===== src/hdl/ldc_pkg.sv =====
// Types, constants and helpers of the lateral deviation classifier.
`default_nettype none

package ldc_pkg;

    localparam int unsigned SAMPLE_BITS = 12;
    localparam int unsigned CNT_BITS    = 16;
    localparam int unsigned CFG_W       = 16;
    localparam int unsigned IDX_W       = 3;

    typedef logic [SAMPLE_BITS-1:0] sample_t;
    typedef logic [CNT_BITS-1:0]    count_t;

    // Configuration register indexes
    typedef enum logic [IDX_W-1:0] {
        REG_LINE_CENTER     = 3'd0,
        REG_LEFT_MIN_FRONT  = 3'd1,
        REG_RIGHT_MAX_FRONT = 3'd2,
        REG_LEFT_MIN_BACK   = 3'd3,
        REG_RIGHT_MAX_BACK  = 3'd4,
        REG_LEFT_EXTREME    = 3'd5,
        REG_RIGHT_EXTREME   = 3'd6,
        REG_EXT_COUNT_LIMIT = 3'd7
    } ldc_reg_idx_t;

    localparam sample_t RST_LINE_CENTER     = 12'd2048;
    localparam sample_t RST_LEFT_MIN_FRONT  = 12'd1948;
    localparam sample_t RST_RIGHT_MAX_FRONT = 12'd2148;
    localparam sample_t RST_LEFT_MIN_BACK   = 12'd1948;
    localparam sample_t RST_RIGHT_MAX_BACK  = 12'd2148;
    localparam sample_t RST_LEFT_EXTREME    = 12'd500;
    localparam sample_t RST_RIGHT_EXTREME   = 12'd3600;
    localparam count_t  RST_EXT_COUNT_LIMIT = 16'd50;

    // Attitude cases
    localparam logic [2:0] ATT_LEFT_TOWARD  = 3'd0;
    localparam logic [2:0] ATT_RIGHT_TOWARD = 3'd1;
    localparam logic [2:0] ATT_LEFT_AWAY    = 3'd2;
    localparam logic [2:0] ATT_RIGHT_AWAY   = 3'd3;
    localparam logic [2:0] ATT_INSIDE       = 3'd4;

    localparam count_t CNT_MAX = '1;

    typedef struct packed {
        sample_t line_center;
        sample_t left_min_front;
        sample_t right_max_front;
        sample_t left_min_back;
        sample_t right_max_back;
        sample_t left_extreme;
        sample_t right_extreme;
        count_t  extreme_count_limit;
    } ldc_cfg_t;

    typedef struct packed {
        logic    backward;
        logic    forward;
        sample_t back_distance;
        sample_t front_distance;
    } ldc_item_t;

    typedef struct packed {
        logic       aligned_ok;
        logic       left_error;
        logic       right_error;
        logic       center_right;
        sample_t    center_offset;
        logic       rear_larger;
        sample_t    sensor_difference;
        logic [2:0] attitude_case;
    } ldc_result_t;

    // Saturating increment
    function automatic count_t sat_inc(input count_t c);
        sat_inc = (c == CNT_MAX) ? c : c + count_t'(1);
    endfunction

    function automatic sample_t abs_diff(input sample_t a, input sample_t b);
        abs_diff = (a > b) ? a - b : b - a;
    endfunction

endpackage

`default_nettype wire


===== src/hdl/ldc_cfg_regs.sv =====
// Configuration register bank of the lateral deviation classifier.
`default_nettype none

module ldc_cfg_regs
    import ldc_pkg::*;
(
    input  wire logic               aclk,
    input  wire logic               aresetn,
    input  wire logic               cfg_we,
    input  wire logic [IDX_W-1:0]   cfg_index,
    input  wire logic [CFG_W-1:0]   cfg_wdata,
    output ldc_cfg_t                cfg
);

    ldc_cfg_t cfg_reg;
    ldc_cfg_t cfg_next;

    always_comb begin
        cfg_next = cfg_reg;
        if (cfg_we) begin
            unique case (ldc_reg_idx_t'(cfg_index))
                REG_LINE_CENTER:     cfg_next.line_center     = cfg_wdata[SAMPLE_BITS-1:0];
                REG_LEFT_MIN_FRONT:  cfg_next.left_min_front  = cfg_wdata[SAMPLE_BITS-1:0];
                REG_RIGHT_MAX_FRONT: cfg_next.right_max_front = cfg_wdata[SAMPLE_BITS-1:0];
                REG_LEFT_MIN_BACK:   cfg_next.left_min_back   = cfg_wdata[SAMPLE_BITS-1:0];
                REG_RIGHT_MAX_BACK:  cfg_next.right_max_back  = cfg_wdata[SAMPLE_BITS-1:0];
                REG_LEFT_EXTREME:    cfg_next.left_extreme    = cfg_wdata[SAMPLE_BITS-1:0];
                REG_RIGHT_EXTREME:   cfg_next.right_extreme   = cfg_wdata[SAMPLE_BITS-1:0];
                REG_EXT_COUNT_LIMIT: cfg_next.extreme_count_limit = cfg_wdata[CNT_BITS-1:0];
                default: ;
            endcase
        end
    end

    always_ff @(posedge aclk) begin
        if (!aresetn) begin
            cfg_reg.line_center         <= RST_LINE_CENTER;
            cfg_reg.left_min_front      <= RST_LEFT_MIN_FRONT;
            cfg_reg.right_max_front     <= RST_RIGHT_MAX_FRONT;
            cfg_reg.left_min_back       <= RST_LEFT_MIN_BACK;
            cfg_reg.right_max_back      <= RST_RIGHT_MAX_BACK;
            cfg_reg.left_extreme        <= RST_LEFT_EXTREME;
            cfg_reg.right_extreme       <= RST_RIGHT_EXTREME;
            cfg_reg.extreme_count_limit <= RST_EXT_COUNT_LIMIT;
        end else begin
            cfg_reg <= cfg_next;
        end
    end

    assign cfg = cfg_reg;

endmodule

`default_nettype wire


===== src/hdl/ldc_core.sv =====
// Classification logic and tracking state of the lateral deviation classifier.
`default_nettype none

module ldc_core
    import ldc_pkg::*;
#(
    parameter int unsigned ZERO_READING_LIMIT = 20,
    parameter int unsigned HYST_MARGIN        = 10
) (
    input  wire logic      aclk,
    input  wire logic      aresetn,
    input  wire ldc_cfg_t  cfg,
    input  wire ldc_item_t item,
    input  wire logic      fire,
    output ldc_result_t    result
);

    localparam int unsigned BW = SAMPLE_BITS + 1;

    logic    front_left_reg, front_right_reg, back_left_reg, back_right_reg;
    logic    front_left_next, front_right_next, back_left_next, back_right_next;
    sample_t offset_reg, offset_next;
    logic    center_side_reg, center_side_next;
    count_t  extreme_cnt_reg, extreme_cnt_next;
    count_t  zero_cnt_reg, zero_cnt_next;
    count_t  settle_cnt_reg, settle_cnt_next;
    logic    aligned_reg, aligned_next;
    logic    right_err_reg, right_err_next;
    logic    left_err_reg, left_err_next;

    sample_t f, b, s, lo_thr, hi_thr;
    logic    fwd, bwd, upd, rear_big, s_left, s_right;
    logic    over_right, over_left, in_band;
    logic [BW-1:0] f_w, b_w, hi_w, lo_w;
    count_t  ext_inc, zero_inc, settle_inc;
    logic [2:0] att;

    assign f   = item.front_distance;
    assign b   = item.back_distance;
    assign fwd = item.forward;
    assign bwd = item.backward;
    assign upd = fwd | bwd;

    assign rear_big = b > f;

    // Active sensor and its zone thresholds
    assign s      = fwd ? f : b;
    assign lo_thr = fwd ? cfg.left_min_front  : cfg.left_min_back;
    assign hi_thr = fwd ? cfg.right_max_front : cfg.right_max_back;
    assign s_left  = s < lo_thr;
    assign s_right = !s_left && (s > hi_thr);

    // Inner hysteresis band, widened by one bit so the margin never wraps
    assign f_w  = {1'b0, f};
    assign b_w  = {1'b0, b};
    assign hi_w = {1'b0, cfg.right_extreme};
    assign lo_w = {1'b0, cfg.left_extreme} + BW'(HYST_MARGIN);
    assign over_right = (f > cfg.right_extreme) || (b > cfg.right_extreme);
    assign over_left  = (f < cfg.left_extreme)  || (b < cfg.left_extreme);
    assign in_band = (f_w + BW'(HYST_MARGIN) < hi_w) && (f_w > lo_w) &&
                     (b_w + BW'(HYST_MARGIN) < hi_w) && (b_w > lo_w);

    assign ext_inc    = sat_inc(extreme_cnt_reg);
    assign zero_inc   = sat_inc(zero_cnt_reg);
    assign settle_inc = sat_inc(settle_cnt_reg);

    always_comb begin
        front_left_next  = front_left_reg;
        front_right_next = front_right_reg;
        back_left_next   = back_left_reg;
        back_right_next  = back_right_reg;
        offset_next      = offset_reg;
        center_side_next = center_side_reg;
        if (fwd) begin
            front_left_next  = s_left;
            front_right_next = s_right;
        end else if (bwd) begin
            back_left_next  = s_left;
            back_right_next = s_right;
        end
        if (upd) begin
            offset_next = abs_diff(s, cfg.line_center);
            if (!s_left && !s_right) begin
                center_side_next = s > cfg.line_center;
            end
        end
    end

    always_comb begin
        extreme_cnt_next = extreme_cnt_reg;
        zero_cnt_next    = zero_cnt_reg;
        settle_cnt_next  = settle_cnt_reg;
        aligned_next     = aligned_reg;
        right_err_next   = right_err_reg;
        left_err_next    = left_err_reg;
        if (over_right) begin
            if ((f == '0 || b == '0) && !aligned_reg) begin
                extreme_cnt_next = '0;
                zero_cnt_next    = zero_inc;
                if (zero_inc > count_t'(ZERO_READING_LIMIT)) begin
                    zero_cnt_next  = '0;
                    right_err_next = 1'b1;
                    left_err_next  = 1'b0;
                end
            end else begin
                zero_cnt_next    = '0;
                extreme_cnt_next = ext_inc;
                if (ext_inc > cfg.extreme_count_limit) begin
                    extreme_cnt_next = '0;
                    right_err_next   = 1'b1;
                    left_err_next    = 1'b0;
                end
            end
        end else if (over_left) begin
            extreme_cnt_next = ext_inc;
            if (ext_inc > cfg.extreme_count_limit) begin
                extreme_cnt_next = '0;
                left_err_next    = 1'b1;
                right_err_next   = 1'b0;
            end
        end else if (in_band) begin
            extreme_cnt_next = '0;
            zero_cnt_next    = '0;
            left_err_next    = 1'b0;
            right_err_next   = 1'b0;
            settle_cnt_next  = settle_inc;
            if (settle_inc > (cfg.extreme_count_limit >> 1)) begin
                aligned_next    = 1'b1;
                settle_cnt_next = '0;
            end
        end
    end

    // Attitude from the freshly updated zones; reverse inverts the sign sense
    always_comb begin
        if (fwd) begin
            if (front_left_next)       att = rear_big ? ATT_LEFT_AWAY : ATT_LEFT_TOWARD;
            else if (front_right_next) att = rear_big ? ATT_RIGHT_TOWARD : ATT_RIGHT_AWAY;
            else                       att = ATT_INSIDE;
        end else begin
            if (back_left_next)        att = rear_big ? ATT_LEFT_TOWARD : ATT_LEFT_AWAY;
            else if (back_right_next)  att = rear_big ? ATT_RIGHT_AWAY : ATT_RIGHT_TOWARD;
            else                       att = ATT_INSIDE;
        end
    end

    always_ff @(posedge aclk) begin
        if (!aresetn) begin
            front_left_reg  <= 1'b1;
            front_right_reg <= 1'b1;
            back_left_reg   <= 1'b0;
            back_right_reg  <= 1'b0;
            offset_reg      <= '0;
            center_side_reg <= 1'b0;
            extreme_cnt_reg <= '0;
            zero_cnt_reg    <= '0;
            settle_cnt_reg  <= '0;
            aligned_reg     <= 1'b0;
            right_err_reg   <= 1'b0;
            left_err_reg    <= 1'b0;
        end else if (fire) begin
            front_left_reg  <= front_left_next;
            front_right_reg <= front_right_next;
            back_left_reg   <= back_left_next;
            back_right_reg  <= back_right_next;
            offset_reg      <= offset_next;
            center_side_reg <= center_side_next;
            extreme_cnt_reg <= extreme_cnt_next;
            zero_cnt_reg    <= zero_cnt_next;
            settle_cnt_reg  <= settle_cnt_next;
            aligned_reg     <= aligned_next;
            right_err_reg   <= right_err_next;
            left_err_reg    <= left_err_next;
        end
    end

    always_comb begin
        result.attitude_case     = att;
        result.sensor_difference = abs_diff(f, b);
        result.rear_larger       = rear_big;
        result.center_offset     = offset_next;
        result.center_right      = center_side_next;
        result.right_error       = right_err_next;
        result.left_error        = left_err_next;
        result.aligned_ok        = aligned_next;
    end

endmodule

`default_nettype wire


===== src/hdl/lateral_deviation_classifier_top.sv =====
// Top level of the lateral deviation classifier: stream ports, input and result registers.
// Path: an accepted word is held in the input register, which feeds the core; the result
//   register captures the core's result, and tracking state updates at that same edge.
// Throughput: one word per cycle; while a result waits the input register takes one more
//   word, then s_tready drops until the sink takes the result.
// Reset: aresetn is synchronous, active low; it empties both registers and restores
//   the configuration and tracking state to their power-on values.
`default_nettype none

module lateral_deviation_classifier_top
    import ldc_pkg::*;
#(
    parameter int unsigned ZERO_READING_LIMIT = 20,
    parameter int unsigned HYST_MARGIN        = 10
) (
    input  wire logic               aclk,
    input  wire logic               aresetn,
    // Configuration write port
    input  wire logic               cfg_we,
    input  wire logic [IDX_W-1:0]   cfg_index,
    input  wire logic [CFG_W-1:0]   cfg_wdata,
    // Input stream
    input  wire logic               s_tvalid,
    output logic                    s_tready,
    // front_distance[11:0], back_distance[23:12], forward[24], backward[25], zero[31:26]
    input  wire logic [31:0]        s_tdata,
    // Result stream
    output logic                    m_tvalid,
    input  wire logic               m_tready,
    // attitude_case[2:0], sensor_difference[14:3], rear_larger[15], center_offset[27:16],
    // center_right[28], right_error[29], left_error[30], aligned_ok[31]
    output logic [31:0]             m_tdata
);

    localparam int unsigned ITEM_W = $bits(ldc_item_t);

    ldc_cfg_t    cfg;
    ldc_item_t   item_reg;
    logic        in_valid_reg;
    ldc_result_t result;
    ldc_result_t result_reg;
    logic        out_valid_reg;
    logic        advance;
    logic        fire;

    ldc_cfg_regs u_cfg (
        .aclk      (aclk),
        .aresetn   (aresetn),
        .cfg_we    (cfg_we),
        .cfg_index (cfg_index),
        .cfg_wdata (cfg_wdata),
        .cfg       (cfg)
    );

    // Advance the held word into the result register whenever that register is free
    // or being emptied this cycle; the input register refills in the same cycle.
    assign advance  = !out_valid_reg || m_tready;
    assign fire     = advance && in_valid_reg;
    assign s_tready = !in_valid_reg || advance;

    always_ff @(posedge aclk) begin
        if (!aresetn) begin
            in_valid_reg <= 1'b0;
        end else if (s_tready) begin
            in_valid_reg <= s_tvalid;
        end
    end

    // Payload needs no reset: capture only on an accepted word
    always_ff @(posedge aclk) begin
        if (s_tvalid && s_tready) begin
            item_reg <= ldc_item_t'(s_tdata[ITEM_W-1:0]);
        end
    end

    ldc_core #(
        .ZERO_READING_LIMIT (ZERO_READING_LIMIT),
        .HYST_MARGIN        (HYST_MARGIN)
    ) u_core (
        .aclk    (aclk),
        .aresetn (aresetn),
        .cfg     (cfg),
        .item    (item_reg),
        .fire    (fire),
        .result  (result)
    );

    // Result register: hold while the sink stalls, load when the core fires
    always_ff @(posedge aclk) begin
        if (!aresetn) begin
            out_valid_reg <= 1'b0;
        end else if (advance) begin
            out_valid_reg <= in_valid_reg;
        end
    end

    always_ff @(posedge aclk) begin
        if (fire) begin
            result_reg <= result;
        end
    end

    assign m_tvalid = out_valid_reg;
    assign m_tdata  = result_reg;

endmodule

`default_nettype wire


===== config.mk =====
export PLATFORM = sky130hd
export DESIGN_NAME = lateral_deviation_classifier_top
export DESIGN_NICKNAME = d
export VERILOG_FILES = /design/src/hdl/ldc_pkg.sv /design/src/hdl/ldc_cfg_regs.sv /design/src/hdl/ldc_core.sv /design/src/hdl/lateral_deviation_classifier_top.sv
export SDC_FILE = /design/constraint.sdc
export NUM_CORES = 1
export LEC_CHECK = 0
export BUFFER_PORTS_ARGS = -buffer_cell sky130_fd_sc_hd__buf_2
export CAP_MARGIN = 10
export CORE_ASPECT_RATIO = 0.7
export CORE_MARGIN = 2
export CORE_UTILIZATION = 55
export CTS_CLUSTER_SIZE = 40
export DETAILED_ROUTE_END_ITERATION = 6
export PLACE_DENSITY = 0.82
export SETUP_SLACK_MARGIN = 0.15
export SYNTH_ARGS = -nofsm -noshare
export SYNTH_HDL_FRONTEND = slang
export SYNTH_SLANG_ARGS = --single-unit

===== constraint.sdc =====
create_clock -name aclk -period 8.7 [get_ports aclk]
set_clock_uncertainty 0.15 [all_clocks]
set_input_delay 0.87 -clock aclk [delete_from_list [all_inputs] [get_ports aclk]]
set_output_delay 0.87 -clock aclk [all_outputs]
set_load 0.02 [all_outputs]

## Word level (Yosys, flattened, before mapping)

Index checks and enable logic that the tools add are counted.

| word-level totals | value |
|---|---|
| bits in registers | 228 |
| bits in latches | 0 |
| RAM bits | 0 |
| bits in read-only memories | 0 |
| input port bits | 56 |
| output and inout port bits | 34 |
| logic and storage cells | 162 |
| memories kept | 0 |

| cells by class | value |
|---|---|
| $add $sub $neg | 10 |
| $mul | 0 |
| div/mod/pow operators | 0 |
| $lt $le $gt $ge | 16 |
| eq/ne operators | 11 |
| shift operators | 0 |
| mux-type cells | 54 |
| bitwise gates (word level) | 3 |
| reductions and logical operators | 34 |

Operators by type and width:

| kind | count |
|---|---|
| 2-to-1 mux 16 bit | 13 |
| greater-than comparator 12 bit | 6 |
| 2-to-1 mux 12 bit | 6 |
| adder 16 x 1 -> 16 bit, second input constant | 3 |
| equality test 16 bit, second input constant | 3 |
| subtractor 12 bit | 4 |
| adder 12 x 4 -> 13 bit, second input constant | 3 |
| < comparator 12 bit | 3 |
| greater-than comparator 12 x 13 -> 1 bit | 2 |
| < comparator 13 x 12 -> 1 bit | 2 |
| 2-to-1 mux 1 bit | 26 |
| zero test 12 bit | 2 |
| AND reduction 2 bit | 9 |
| greater-than comparator 16 x 15 -> 1 bit | 1 |
| greater-than comparator 16 bit | 1 |
| greater-than comparator 16 x 5 -> 1 bit, second input constant | 1 |
| 2-to-1 mux 3 bit | 5 |
| equality test 3 bit, second input constant | 4 |
| logical AND 1 bit | 8 |
| 2-to-1 mux 2 bit | 4 |
| equality test 3 x 2 -> 1 bit, second input constant | 2 |
| zero test 1 bit | 5 |
| logical OR 1 bit | 5 |
| AND reduction 4 bit | 1 |
| other kinds (8) | 9 |

## Depth between registers and ports, before layout

| depth | value |
|---|---|
| depth in word-level cells | 9 |
| gate-level depth with buffers | 20 |
| gate-level depth less buffers | 19 |

## By module

From an unflattened synthesis, not the netlist that was laid out.

| unflattened totals | value |
|---|---|
| cell total of the unflattened synthesis | 1810 |
| area, all modules | 16284.4 um^2 |

By module, submodules not included:

| module | times used | cells an instance | area each (um^2) | sequential area each (um^2) |
|---|---|---|---|---|
| ldc_core | 1 | 1375 | 10587.7 | 1321.3 |
| ldc_cfg_regs | 1 | 368 | 3851.2 | 2001.9 |
| lateral_deviation_classifier_top | 1 | 67 | 1845.5 | 1781.7 |

## Worst setup path before layout

No wires, ideal clock.

| path | value |
|---|---|
| kind | reg-to-reg |
| start point | register u_core.extreme_cnt_reg[4] |
| end point | register u_core.extreme_cnt_reg[9] |
| library setup time | 0.057 ns |
| data arrival time | 4.080 ns |
| required time | 8.493 ns |
| slack | 4.413 ns |
| cell stages (with the launch flop) | 19 |
| buffers on the path | 1 |
| clock period less this slack | 4.287 ns |
| cell sequence | dfxtp_1 > nand2_1 > nor2_1 > nand4_1 > or3_1 > clkbuf_1 > nand4_1 > nor2_1 > xor2_1 > ha_1 > or3_1 > a221oi_1 > o21ai_0 > o211ai_1 > a31oi_1 > nor4_1 > nor2_1 > a211oi_1 > a21o_1 |

| between the ends | value |
|---|---|
| cells in the longest elaborated chain, start to end | 6 |
| elaborated cells between the ends (all ways) | 8 |
| those cells by class | add/sub (1); order compare (1); eq/ne (1); mux (5) |

Ends and longest elaborated chain:

| what | line | text |
|---|---|---|
| start: declaration | ldc_core.sv:24 | `count_t extreme_cnt_reg, extreme_cnt_next;` |
| start signal: assignment | ldc_core.sv:168 | `extreme_cnt_reg <= extreme_cnt_next;` |
| adder 16 x 1 -> 16 bit or equality test 16 bit (tied branches) | ldc_pkg.sv:75 | `sat_inc = (c == CNT_MAX) ? c : c + count_t'(1);` |
| 2-to-1 mux 16 bit * | ldc_pkg.sv:75 |  |
| greater-than comparator 16 bit | ldc_core.sv:108, ldc_core.sv:116 |  |
| 2-to-1 mux 16 bit * | ldc_core.sv:108, ldc_core.sv:116 |  |
| 2-to-1 mux 16 bit (on tied branches) | ldc_core.sv:114, ldc_core.sv:97 |  |
| 2-to-1 mux 16 bit * | ldc_core.sv:96 | `if (over_right) begin` |

Every way passes the cells marked *; elsewhere a longest branch is shown, timed or not.
A chain may end at the register's enable or synchronous reset.

==> results.json <==
{
  "avgRoutedWirePerCell_um": 19.95,
  "cts_root_buf": "clkbuf_16",
  "cts_tree": "yes",
  "antenna_cells": 0,
  "max_stage_delay_ps": 690,
  "die-area_um2": 30150,
  "drc": 0,
  "grt_pass1_vias": 13680,
  "run_status": "completed",
  "gp_congestion": 0.9636,
  "crit_path_frequent_cell": "o21a_1",
  "cap_violations": 0,
  "rows": 51,
  "holdCritPathClass": "reg -> reg",
  "path_buf_inv": 1,
  "synthDistinctLibCells": 76,
  "maxSlewViolCount": 0,
  "timing.final.crit_share": 0.5560,
  "synth_top_area_share": 0.2126,
  "clk_path_buf_depth": 3,
  "syn_nets": 2159,
  "grt_usage": 0.3073,
  "antenna_found_initial": 0,
  "syn_area_um2": 15820,
  "grt_remaining_overflow": 0,
  "synth_top_cells_by_count": "306 x nand2_1, 195 x ha_1, 168 x dfxtp_1",
  "ys_warn_count": 0,
  "hold_viol_final": 0,
  "setup_tns_ps": 0,
  "grt_setup_unrepaired": "false",
  "cts-resized-gates": 0,
  "layout-drive-gt1-share": 0.08418,
  "synthTopCellsByArea": "dfxtp_1 21%, ha_1 15%, edfxtp_1 11%",
  "synth_edf_count": 58,
  "grt_max_degree": 72,
  "initial_core_util": 0.5647,
  "final_util": 0.6204,
  "ys.flop_type": "dfxtp_1",
  "dr.pass1.iters": 6,
  "leakagePower_uw": 0.007392,
  "cts_setup_buffers": 0,
  "setup_slack_ps": 3863,
  "worstSkewPairLatency_ps": 540,
  "worst_setup_path_start_kind": "flop",
  "postSynthCellCount": 1904,
  "clkTransAtPathRegs_ps": 60,
  "io_buffers": 83,
  "syn_area_per_cell_um2": 8.308,
  "worst_slew_pin_slew_ps": 1116,
  "io_pins": 90,
  "grt_first_pass_wirelength_mm": 73.61,
  "ant_nets": 0,
  "async_flop_share": 0,
  "cp_max_fo": 55,
  "core_um2": 28010,
  "yosysTopAreaCell": "dfxtp_1",
  "yosysMostFrequentCell": "nand2_1",
  "hold_slack_ps": 306.4,
  "ctsHoldBuffers": 0,
  "die_h_um": 145.9,
  "area.growth.synth_to_final_pct": 9.880,
  "drt_first_iter_violations": 1640,
  "relSlewSlack": 0.2558,
  "dp_slack_ps": 4032,
  "pwr_density_cell_nw_per_um2": 164.7,
  "cts_made_buffers": 24,
  "yosysSeqAreaShare": 0.3227,
  "arrival_ps": 4930,
  "nets": 2197,
  "crit_required_ps": 8790,
  "ir_drop_mv": 0.1297,
  "crit_path_cell_trace": "buf_4 > nand2_1 > o21a_1 > ha_1 > fa_1 > nor2b_1 > o21ai_0 > a21oi_1 > o21a_1 > o21a_1 > mux2i_1 > o221ai_1 > xnor2_1 > o21ai_0",
  "cp-end-kind": "flop",
  "htree_levels": 1,
  "largest_reg_flops": 100,
  "viasPerCell": 6.215,
  "fill_cells": 2371,
  "critical_path.top_delay_family": "compound AO/OA/AOI/OAI gates",
  "post-dp-hpwl_mm": 34.56,
  "fin_crit_ps": 4837,
  "vias": 14490,
  "ys_ff_latch": 226,
  "crit_type": "reg -> reg",
  "fmax_ghz": 0.2067,
  "clkSinkCount": 226,
  "setup_viol": 0,
  "die_x_um": 206.7,
  "wl_mm": 46.51,
  "slowest_stage": "o21a_1"
}
-- report_power, final --
| group | switching (uW) | leakage, uW | internal [uW] |
|---|---|---|---|
| clock | 451 | 0.000454 | 722 |
| combinational | 329 | 0.00502 | 194 |
| sequential | 41.6 | 0.00192 | 1130 |
| total | 822 | 0.00739 | 2040 |
-- cell usage in the layout (no fill, tap or decap), types with 12 or more instances in the layout --
cell,instances
buf_2,83
nand4_1,43
dfxtp_1,168
o21bai_1,14
o21ai_0,68
nand2_1,306
o21a_1,35
nand2b_1,14
a21oi_1,145
edfxtp_1,58
a211oi_1,26
nand3_1,79
and2_1,28
nor3_1,35
a31oi_1,17
buf_4,14
clkbuf_16,28
mux2i_1,54
nor4_1,16
o211ai_1,29
ha_1,195
nor2_1,97
xor2_1,12
nor2b_1,16
inv_1,127
xnor2_1,57
a21o_1,37
-- worst register-to-register path: cells and delay by family, from the launching register on --
kind            cells  cell delay [ps]
compound gates      7             1900
simple gates        2              280
buf+inv             1              580
fa+ha+maj           2              660
flops               1              330
mux                 1              450
xor+xnor            1              200
-- final cells by class --
type / count / area, um2 / share of cell area
multi-input combinational: 1464 / 9886 / 0.5688
sequential: 226 / 5105 / 0.2937
clock buffer: 36 / 790.8 / 0.04550
timing repair buffer: 97 / 520.5 / 0.02995
inverter: 129 / 484.2 / 0.02786
tap: 371 / 464.2 / 0.02671
clock inverter: 8 / 130.1 / 0.007487
-- through the flow --
step	power (uW)	instances	instance area [um2]
6_report	2863	2331	17380
5_1_grt	2970	2331	17380
4_1_cts	2856	2331	17380
3_5_place_dp	1695	2287	16460
3_3_place_gp	1674	2287	16460
2_1_floorplan	1539	1904	15820
-- layer usage --
layer,up-vias,share of wire,global-route usage
met5,-,0,0
li1,6872,-,-
met2,785,0.40,0.4344
met3,93,0.11,0.06762
met4,0,0.026,0.08617
met1,6737,0.46,0.4650
-- worst paths after layout --
check	start	to	slack, ps	cells after the start
max	item_reg[24]	m_tdata[23]	3860	14
min	u_cfg.cfg[9]	u_cfg.cfg[9]	310	2
min reg2reg	u_cfg.cfg[9]	u_cfg.cfg[9]	310	2
max reg2reg	item_reg[24]	m_tdata[23]	3860	14
-- cells by family (layout without fill, tap and decap cells) --
group / Yosys count / after routing / synth area share
fa+ha+maj: 200 / 200 / 0.1599
compound gates: 448 / 448 / 0.1853
flops: 226 / 226 / 0.3227
buf+inv: 214 / 270 / 0.05229
xor+xnor: 69 / 69 / 0.03821
simple gates: 687 / 687 / 0.2031
mux: 60 / 60 / 0.03844
No activity file was read; power rests on OpenSTA's default activity.
